===== src/hdl/gpsm_pkg.sv =====
`timescale 1ns / 1ps
// Shared types, constants and helpers for the gamepad poll serial master.
// No dependencies; every other file in hdl/ imports this package.
package gpsm_pkg;

  localparam int unsigned NUM_BYTES  = 9;
  localparam int unsigned BYTE_IDX_W = 4;
  localparam int unsigned TICK_W     = 16;
  localparam int unsigned CFG_IDX_W  = 2;
  localparam int unsigned CFG_DATA_W = 16;

  // Configuration register indexes
  localparam logic [CFG_IDX_W-1:0] CFG_HALF_BIT = 2'd0;
  localparam logic [CFG_IDX_W-1:0] CFG_BYTE_GAP = 2'd1;

  localparam logic [TICK_W-1:0] HALF_BIT_RESET = 16'd50;
  localparam logic [TICK_W-1:0] BYTE_GAP_RESET = 16'd500;

  // Command bytes
  localparam logic [7:0] CMD_START = 8'h01;
  localparam logic [7:0] CMD_POLL  = 8'h42;
  localparam logic [7:0] CMD_IDLE  = 8'h00;

  // Reply header bytes
  localparam logic [7:0] REPLY_HDR     = 8'hff;
  localparam logic [7:0] REPLY_DIGITAL = 8'h41;
  localparam logic [7:0] REPLY_ANALOG  = 8'h73;
  localparam logic [7:0] REPLY_ACK     = 8'h5a;

  // Mode codes
  localparam logic [1:0] MODE_FAILED  = 2'd0;
  localparam logic [1:0] MODE_DIGITAL = 2'd1;
  localparam logic [1:0] MODE_ANALOG  = 2'd2;

  typedef struct packed {
    logic [TICK_W-1:0] half_bit_ticks;
    logic [TICK_W-1:0] byte_gap_ticks;
  } gpsm_cfg_t;

  typedef struct packed {
    logic        select_n;
    logic        clock_pin;
    logic        data_out;
    logic        done_res;
    logic [1:0]  mode_status;
    logic [15:0] buttons;
    logic [7:0]  right_x;
    logic [7:0]  right_y;
    logic [7:0]  left_x;
    logic [7:0]  left_y;
  } gpsm_res_t;

  function automatic logic [7:0] cmd_byte(input logic [BYTE_IDX_W-1:0] idx);
    logic [7:0] b;
    case (idx)
      4'd0:    b = CMD_START;
      4'd1:    b = CMD_POLL;
      default: b = CMD_IDLE;
    endcase
    return b;
  endfunction

endpackage


===== src/hdl/gpsm_cfg.sv =====
`timescale 1ns / 1ps
// Configuration register file: half-bit length and byte gap length.
// Depends on gpsm_pkg.
module gpsm_cfg
  import gpsm_pkg::*;
(
  input  logic                  clk,
  input  logic                  rst,
  input  logic                  cfg_valid,
  output logic                  cfg_ready,
  input  logic [CFG_IDX_W-1:0]  cfg_index,
  input  logic [CFG_DATA_W-1:0] cfg_data,
  output gpsm_cfg_t             cfg
);

  assign cfg_ready = 1'b1;

  always_ff @(posedge clk) begin
    if (rst) begin
      cfg.half_bit_ticks <= HALF_BIT_RESET;
      cfg.byte_gap_ticks <= BYTE_GAP_RESET;
    end else if (cfg_valid) begin
      unique case (cfg_index)
        CFG_HALF_BIT: cfg.half_bit_ticks <= cfg_data;
        CFG_BYTE_GAP: cfg.byte_gap_ticks <= cfg_data;
        default: ;
      endcase
    end
  end

endmodule


===== src/hdl/gpsm_core.sv =====
`timescale 1ns / 1ps
// Poll sequencer: phase, tick and bit counters, reply byte store and the
// per-tick pin and result logic. Depends on gpsm_pkg.
module gpsm_core
  import gpsm_pkg::*;
(
  input  logic      clk,
  input  logic      rst,
  input  logic      step,
  input  logic      start_req,
  input  logic      data_in,
  input  gpsm_cfg_t cfg,
  output gpsm_res_t res
);

  typedef enum logic [2:0] {
    PH_IDLE = 3'd0,
    PH_GAP  = 3'd1,
    PH_LOW  = 3'd2,
    PH_HIGH = 3'd3,
    PH_DONE = 3'd4
  } phase_t;

  phase_t                phase, phase_next;
  logic [TICK_W-1:0]     tick_count, tick_count_next;
  logic [BYTE_IDX_W-1:0] byte_index, byte_index_next;
  logic [2:0]            bit_index, bit_index_next;
  logic [7:0]            shift_in, shift_in_next;
  logic [7:0]            reply_bytes [NUM_BYTES];

  logic [BYTE_IDX_W-1:0] bidx;
  logic [7:0]            cmd;
  logic                  cbit;
  logic [TICK_W:0]       tick_inc;
  logic [TICK_W-1:0]     half_len;
  logic                  half_end;
  logic                  gap_end;
  logic                  reply_we;
  logic [7:0]            shift_upd;
  logic                  last_byte_next;
  logic [BYTE_IDX_W-1:0] byte_inc;

  assign bidx      = (byte_index < BYTE_IDX_W'(NUM_BYTES)) ? byte_index : '0;
  assign cmd       = cmd_byte(bidx);
  assign cbit      = cmd[bit_index];
  assign tick_inc  = {1'b0, tick_count} + 17'd1;
  assign half_len  = (cfg.half_bit_ticks == '0) ? 16'd1 : cfg.half_bit_ticks;
  assign half_end  = tick_inc >= {1'b0, half_len};
  assign gap_end   = tick_inc >= {1'b0, cfg.byte_gap_ticks};
  assign shift_upd = (tick_count == '0) ? (shift_in | (8'(data_in) << bit_index)) : shift_in;
  assign byte_inc  = byte_index + 4'd1;
  assign last_byte_next = byte_inc >= BYTE_IDX_W'(NUM_BYTES);

  always_comb begin
    phase_next      = phase;
    tick_count_next = tick_count;
    byte_index_next = byte_index;
    bit_index_next  = bit_index;
    shift_in_next   = shift_in;
    reply_we        = 1'b0;
    res             = '0;
    res.select_n    = 1'b1;
    res.clock_pin   = 1'b1;
    res.data_out    = 1'b1;

    unique case (phase)
      PH_GAP: begin
        res.select_n = 1'b0;
        res.data_out = (byte_index == '0);
        if (gap_end) begin
          tick_count_next = '0;
          phase_next = (byte_index >= BYTE_IDX_W'(NUM_BYTES)) ? PH_DONE : PH_LOW;
        end else begin
          tick_count_next = tick_inc[TICK_W-1:0];
        end
      end
      PH_LOW: begin
        res.select_n  = 1'b0;
        res.clock_pin = 1'b0;
        res.data_out  = cbit;
        if (half_end) begin
          tick_count_next = '0;
          phase_next      = PH_HIGH;
        end else begin
          tick_count_next = tick_inc[TICK_W-1:0];
        end
      end
      PH_HIGH: begin
        res.select_n  = 1'b0;
        res.data_out  = cbit;
        shift_in_next = shift_upd;
        if (half_end) begin
          tick_count_next = '0;
          if (bit_index == 3'd7) begin
            reply_we        = 1'b1;
            shift_in_next   = '0;
            bit_index_next  = '0;
            byte_index_next = byte_inc;
            // Enter the gap, or skip it when its length is zero
            if (cfg.byte_gap_ticks == '0) begin
              phase_next = last_byte_next ? PH_DONE : PH_LOW;
            end else begin
              phase_next = PH_GAP;
            end
          end else begin
            bit_index_next = bit_index + 3'd1;
            phase_next     = PH_LOW;
          end
        end else begin
          tick_count_next = tick_inc[TICK_W-1:0];
        end
      end
      PH_DONE: begin
        res.done_res = 1'b1;
        if (reply_bytes[0] == REPLY_HDR && reply_bytes[2] == REPLY_ACK) begin
          if (reply_bytes[1] == REPLY_DIGITAL) begin
            res.mode_status = MODE_DIGITAL;
          end else if (reply_bytes[1] == REPLY_ANALOG) begin
            res.mode_status = MODE_ANALOG;
          end else begin
            res.mode_status = MODE_FAILED;
          end
        end else begin
          res.mode_status = MODE_FAILED;
        end
        res.buttons     = ~{reply_bytes[4], reply_bytes[3]};
        res.right_x     = reply_bytes[5];
        res.right_y     = reply_bytes[6];
        res.left_x      = reply_bytes[7];
        res.left_y      = reply_bytes[8];
        phase_next      = PH_IDLE;
        tick_count_next = '0;
        byte_index_next = '0;
        bit_index_next  = '0;
        shift_in_next   = '0;
      end
      default: begin
        phase_next = PH_IDLE;
        if (start_req) begin
          byte_index_next = '0;
          bit_index_next  = '0;
          shift_in_next   = '0;
          tick_count_next = '0;
          phase_next      = (cfg.byte_gap_ticks == '0) ? PH_LOW : PH_GAP;
        end
      end
    endcase
  end

  always_ff @(posedge clk) begin
    if (rst) begin
      phase      <= PH_IDLE;
      tick_count <= '0;
      byte_index <= '0;
      bit_index  <= '0;
      shift_in   <= '0;
    end else if (step) begin
      phase      <= phase_next;
      tick_count <= tick_count_next;
      byte_index <= byte_index_next;
      bit_index  <= bit_index_next;
      shift_in   <= shift_in_next;
    end
  end

  // Reply store: written once per byte, read in the done tick
  always_ff @(posedge clk) begin
    if (step && reply_we) begin
      reply_bytes[bidx] <= shift_upd;
    end
  end

endmodule


===== src/hdl/gpsm_outreg.sv =====
`timescale 1ns / 1ps
// Output register stage with valid/ready toward the consumer.
// Depends on gpsm_pkg.
module gpsm_outreg
  import gpsm_pkg::*;
(
  input  logic      clk,
  input  logic      rst,
  input  logic      load,
  input  gpsm_res_t res_in,
  output logic      hold_free,
  output logic      out_valid,
  input  logic      out_ready,
  output gpsm_res_t res_out
);

  assign hold_free = !out_valid || out_ready;

  always_ff @(posedge clk) begin
    if (rst) begin
      out_valid <= 1'b0;
    end else if (load) begin
      out_valid <= 1'b1;
    end else if (out_ready) begin
      out_valid <= 1'b0;
    end
  end

  always_ff @(posedge clk) begin
    if (load) begin
      res_out <= res_in;
    end
  end

endmodule


===== src/hdl/gamepad_poll_serial_master_top.sv =====
`timescale 1ns / 1ps
// Gamepad poll serial master, top level.
// The result of each input transfer is loaded into the output register.
// Throughput: one input tick per cycle while the output register is empty or draining; it frees each cycle it drains.
// Reset (rst, synchronous): sequencer idle, half bit 50 and byte gap 500 ticks,
// output register empty. Reply bytes are not reset; every one is written before use.
module gamepad_poll_serial_master_top
  import gpsm_pkg::*;
(
  input  logic                  clk,
  input  logic                  rst,
  // tick input channel
  input  logic                  in_valid,
  output logic                  in_ready,
  input  logic                  start_req,
  input  logic                  data_in,
  // result channel
  output logic                  out_valid,
  input  logic                  out_ready,
  output logic                  select_n,
  output logic                  clock_pin,
  output logic                  data_out,
  output logic                  done_res,
  output logic [1:0]            mode_status,
  output logic [15:0]           buttons,
  output logic [7:0]            right_x,
  output logic [7:0]            right_y,
  output logic [7:0]            left_x,
  output logic [7:0]            left_y,
  // configuration write channel
  input  logic                  cfg_valid,
  output logic                  cfg_ready,
  input  logic [CFG_IDX_W-1:0]  cfg_index,
  input  logic [CFG_DATA_W-1:0] cfg_data
);

  gpsm_cfg_t cfg;
  gpsm_res_t res_now;
  gpsm_res_t res_q;
  logic      hold_free;
  logic      step;

  // Take a tick whenever the output register is empty or draining this cycle
  assign in_ready = hold_free;
  assign step     = in_valid && in_ready;

  gpsm_cfg u_cfg (
    .clk       (clk),
    .rst       (rst),
    .cfg_valid (cfg_valid),
    .cfg_ready (cfg_ready),
    .cfg_index (cfg_index),
    .cfg_data  (cfg_data),
    .cfg       (cfg)
  );

  // Sequencer: advance one tick per accepted input transfer
  gpsm_core u_core (
    .clk       (clk),
    .rst       (rst),
    .step      (step),
    .start_req (start_req),
    .data_in   (data_in),
    .cfg       (cfg),
    .res       (res_now)
  );

  // Hold the pin levels and poll result until the consumer takes the transfer
  gpsm_outreg u_outreg (
    .clk       (clk),
    .rst       (rst),
    .load      (step),
    .res_in    (res_now),
    .hold_free (hold_free),
    .out_valid (out_valid),
    .out_ready (out_ready),
    .res_out   (res_q)
  );

  assign select_n    = res_q.select_n;
  assign clock_pin   = res_q.clock_pin;
  assign data_out    = res_q.data_out;
  assign done_res    = res_q.done_res;
  assign mode_status = res_q.mode_status;
  assign buttons     = res_q.buttons;
  assign right_x     = res_q.right_x;
  assign right_y     = res_q.right_y;
  assign left_x      = res_q.left_x;
  assign left_y      = res_q.left_y;

endmodule


===== config.mk =====
export PLATFORM = sky130hd
export DESIGN_NAME = gamepad_poll_serial_master_top
export DESIGN_NICKNAME = d
export VERILOG_FILES = /design/src/hdl/gpsm_pkg.sv /design/src/hdl/gpsm_cfg.sv /design/src/hdl/gpsm_core.sv /design/src/hdl/gpsm_outreg.sv /design/src/hdl/gamepad_poll_serial_master_top.sv
export SDC_FILE = /design/constraint.sdc
export NUM_CORES = 1
export LEC_CHECK = 0
export BUFFER_PORTS_ARGS = -buffer_cell sky130_fd_sc_hd__buf_4
export CORE_MARGIN = 2
export CORE_UTILIZATION = 28
export CTS_CLUSTER_SIZE = 16
export DETAILED_ROUTE_END_ITERATION = 7
export PLACE_DENSITY_LB_ADDON = 0.05
export SLEW_MARGIN = 20
export SYNTH_ARGS = -nofsm -noshare
export SYNTH_HDL_FRONTEND = slang
export SYNTH_SLANG_ARGS = --single-unit

===== constraint.sdc =====
create_clock -name clk -period 4.2 [get_ports clk]
set_input_delay 0.21 -clock clk [delete_from_list [all_inputs] [get_ports clk]]
set_output_delay 0.21 -clock clk [all_outputs]
set_load 0.05 [all_outputs]

==> out/metrics.yaml <==
global_route:
  antenna_found_initial: 0
  grt_max_degree: 59
  grt_pass1_wl_mm: 33.52
  grt_overflow_total: 0
  grt_pass1_vias: 5769
  grt_util_all_layers_pct: 14.20
hold_path:
  hp-class: "in2reg"
place:
  place.detailed.hpwl_mm: 15.39
  portBuffers: 80
  dp_cells: 1198
  gp_congestion: 0.7805
setup_path:
  arrival_ps: 3990
  end_kind: "register"
  cp.required_ps: 4350
  worst-path-max-fanout: 11
  crit_type: "reg2reg"
  start_kind: "register"
synth:
  ys_async_sr_fraction_pct: 0
  yosys-top-cells-count: "126 x edfxtp_1, 82 x nand2_1, 67 x dfxtp_1"
  yosys.area_share.simple_pct: 17.29
  ys_dominant_reg_cell: "edfxtp_1"
  synth_edf_count: 126
  yosys_register_bits: 193
  synth_area_um2: 8504
  synth_xor_area_share_pct: 1.339
  yosysUniqueCellTypes: 65
  synth_mux_area_share_pct: 0.1177
  syn_inst: 737
  synthAdderAreaFrac_pct: 6.017
  synth_top_area_share_pct: 44.49
  yosys.area.top_type: "edfxtp_1"
  synth_top_family_by_area: "simple AND/OR/NAND/NOR gates"
  yosysSeqAreaShare_pct: 60.26
  synth_compound_area_share_pct: 10.86
  yosysMostFrequentCell: "edfxtp_1"
  ys_warn_count: 0
  synth_fp_nets: 802
  avgSynthCellArea_um2: 11.54
  synth_area_leaders: "edfxtp_1 44%, dfxtp_1 16%, ha_1 5.9%"
sta:
  hold_violations: 0
  setup_viol: 0
  hold_slack_ps: 25.43
  period_share_pct: 91.31
  fin_setup_tns_ps: 0
  period_minus_slack_ps: 3835
  slew_viol_final: 0
  worst_pin_slew_ps: 853.6
  finClkSkew_ps: 11.55
  rsz0062_at_grt: "false"
  fmax_ghz: 0.2608
  relSlewSlack_pct: 43.09
clocking:
  cts_tree: "done"
  cts_buffers: 17
  clock_latency_ps: 440
  path_clk_slew_ps: 70
  clock_sinks: 193
  h-tree-depth: 4
  cts_buffer_depth: 2
  root_buffer: "clkbuf_16"
cells_and_area:
  n_fill_cell: 3013
  areaGrowthSynthToFinish_pct: 21.19
  drive_gt1_share_pct: 20.24
  final_cell_count_no_fill: 1241
  finalNetCount: 902
floorplanning:
  dieArea_um2: 31780
  start_util_pct: 28.54
  fp.dieH_um: 178.3
  die_w_um: 178.3
  rows: 63
  coreArea_um2: 29800
  ioPinCount: 82
power:
  leakagePower_uw: 0.003956
  p_per_area_nw_per_um2: 402.6
  peakVddDrop_mv: 0.2318
detailed_routing:
  wire_per_inst_um: 17.54
  initialDrtViolationCount: 344
  dr.pass1.iters: 4
  ant_nets: 0
  routed_wl_mm: 21.77
  vias_per_cell: 4.727
  drc_errors: 0
  vias: 5866
run:
  maxCapViolCount: 0
status:
  outcome: "completed"
metal layers:
layer  up-vias  wire length, µm  track usage (%)
met1      2859            11570            21.70
met3        20              866            2.621
met5         -                0                0
met4         0              294            4.438
met2       116             9040            20.06
li1       2871                -                -
worst paths after layout:
path / startpoint / to / slack, ps / cells after the start
setup / recovery: u_core.tick_count[0] / u_core.reply_bytes[4][5] / 360 / 15
hold / removal: cfg_data[11] / u_cfg.cfg[27] / 30 / 3
setup reg to reg: u_core.tick_count[0] / u_core.reply_bytes[4][5] / 360 / 15
hold reg to reg: u_cfg.cfg[16] / u_cfg.cfg[16] / 460 / 2
power breakdown:
| group | internal, µW | leakage (µW) | switching [µW] |
|---|---|---|---|
| combinational | 139 | 0.00204 | 318 |
| clock | 794 | 0.000276 | 797 |
| sequential | 2070 | 0.00164 | 29.9 |
| total | 3000 | 0.00396 | 1150 |
area by class of cell:
cell class	instances	area, µm²	area share, %
repair buffers	114	888.4	8.620
clock buffers	19	432.9	4.201
clock inverters	13	140.1	1.360
well taps	390	488.0	4.735
inverters	50	187.7	1.821
flip-flops and latches	193	5125	49.73
multi-input cells	461	3042	29.51
diodes	1	2.502	0.02428
placed cells by master (no fill, tap or decap), types with 3 or more instances in the layout:
cell type,count
edfxtp_1,126
buf_4,105
nand2_1,82
dfxtp_1,67
nor2_1,55
inv_1,49
a21oi_1,49
ha_1,40
and3_1,37
clkbuf_16,17
nand4_1,15
o21ai_0,14
a21o_1,13
a211o_1,11
nor4_1,10
nand3_1,10
nand2b_1,9
a22o_1,9
dlygate4sd3_1,8
nor3_1,7
xor2_1,7
a31oi_1,7
xnor2_1,6
a211oi_1,5
inv_6,5
or2_2,4
nor2b_1,4
nor3b_2,4
or3_1,4
o21ai_1,4
and4_1,3
and2_1,3
nor4b_1,3
nor4_2,3
nor4_4,3
a211oi_2,3
clkinv_8,3
what timing repair did:
action / CTS / global route
buffers inserted: 0 / 2
endpoints found under the hold margin: 10 / 0
resized for setup: 0 / 2
setup endpoints to repair: 0 / 80
hold buffers: 8 / 0
stage by stage:
step | cell area [µm²] | worst slack [ps] | util [%] | total power [µW]
6_report | 10310 | 365.0 | 34.59 | 4149
5_1_grt | 10300 | 18.75 | 34.58 | 4313
4_1_cts | 10270 | 207.2 | 34.46 | 4216
3_5_place_dp | 9614 | 226.6 | 32.27 | 2600
3_3_place_gp | 9614 | 339.0 | 32.27 | 2596
2_1_floorplan | 8504 | 172.9 | - | 2446
cells by family (layout without fill, tap and decap cells):
family                     after synthesis  after routing
other                                    1              2
muxes                                    1              1
adders and majority gates               41             41
AOI/OAI and AO/OA                      134            134
xor gates and xnor gates                13             13
DFF                                    193            193
buffers and inverters                   83            196
and+or+nand+nor                        271            271
state kept, by name, summed over array words and instances, names as in the netlist:
signal and flops:
u_core.reply_bytes 72, u_core.phase 3, u_outreg.res_out 54, u_core.shift_in 8, u_cfg.cfg 32, u_outreg.out_valid 1
u_core.bit_index 3, u_core.byte_index 4, u_core.tick_count 16
worst max-delay path, stage by stage (launching register included):
cell and delay (ps):
dfxtp_1 470, ha_1 300, nand3_2 100, or2_1 300
nor2_2 160, nand3_1 170, nor2_1 170, xor2_1 230
ha_1 190, nand3_1 120, or2_2 340, o211ai_2 240
nand4_4 130, buf_12 180, nor4_2 230, buf_4 220
No activity file was read; power rests on OpenSTA's default activity.
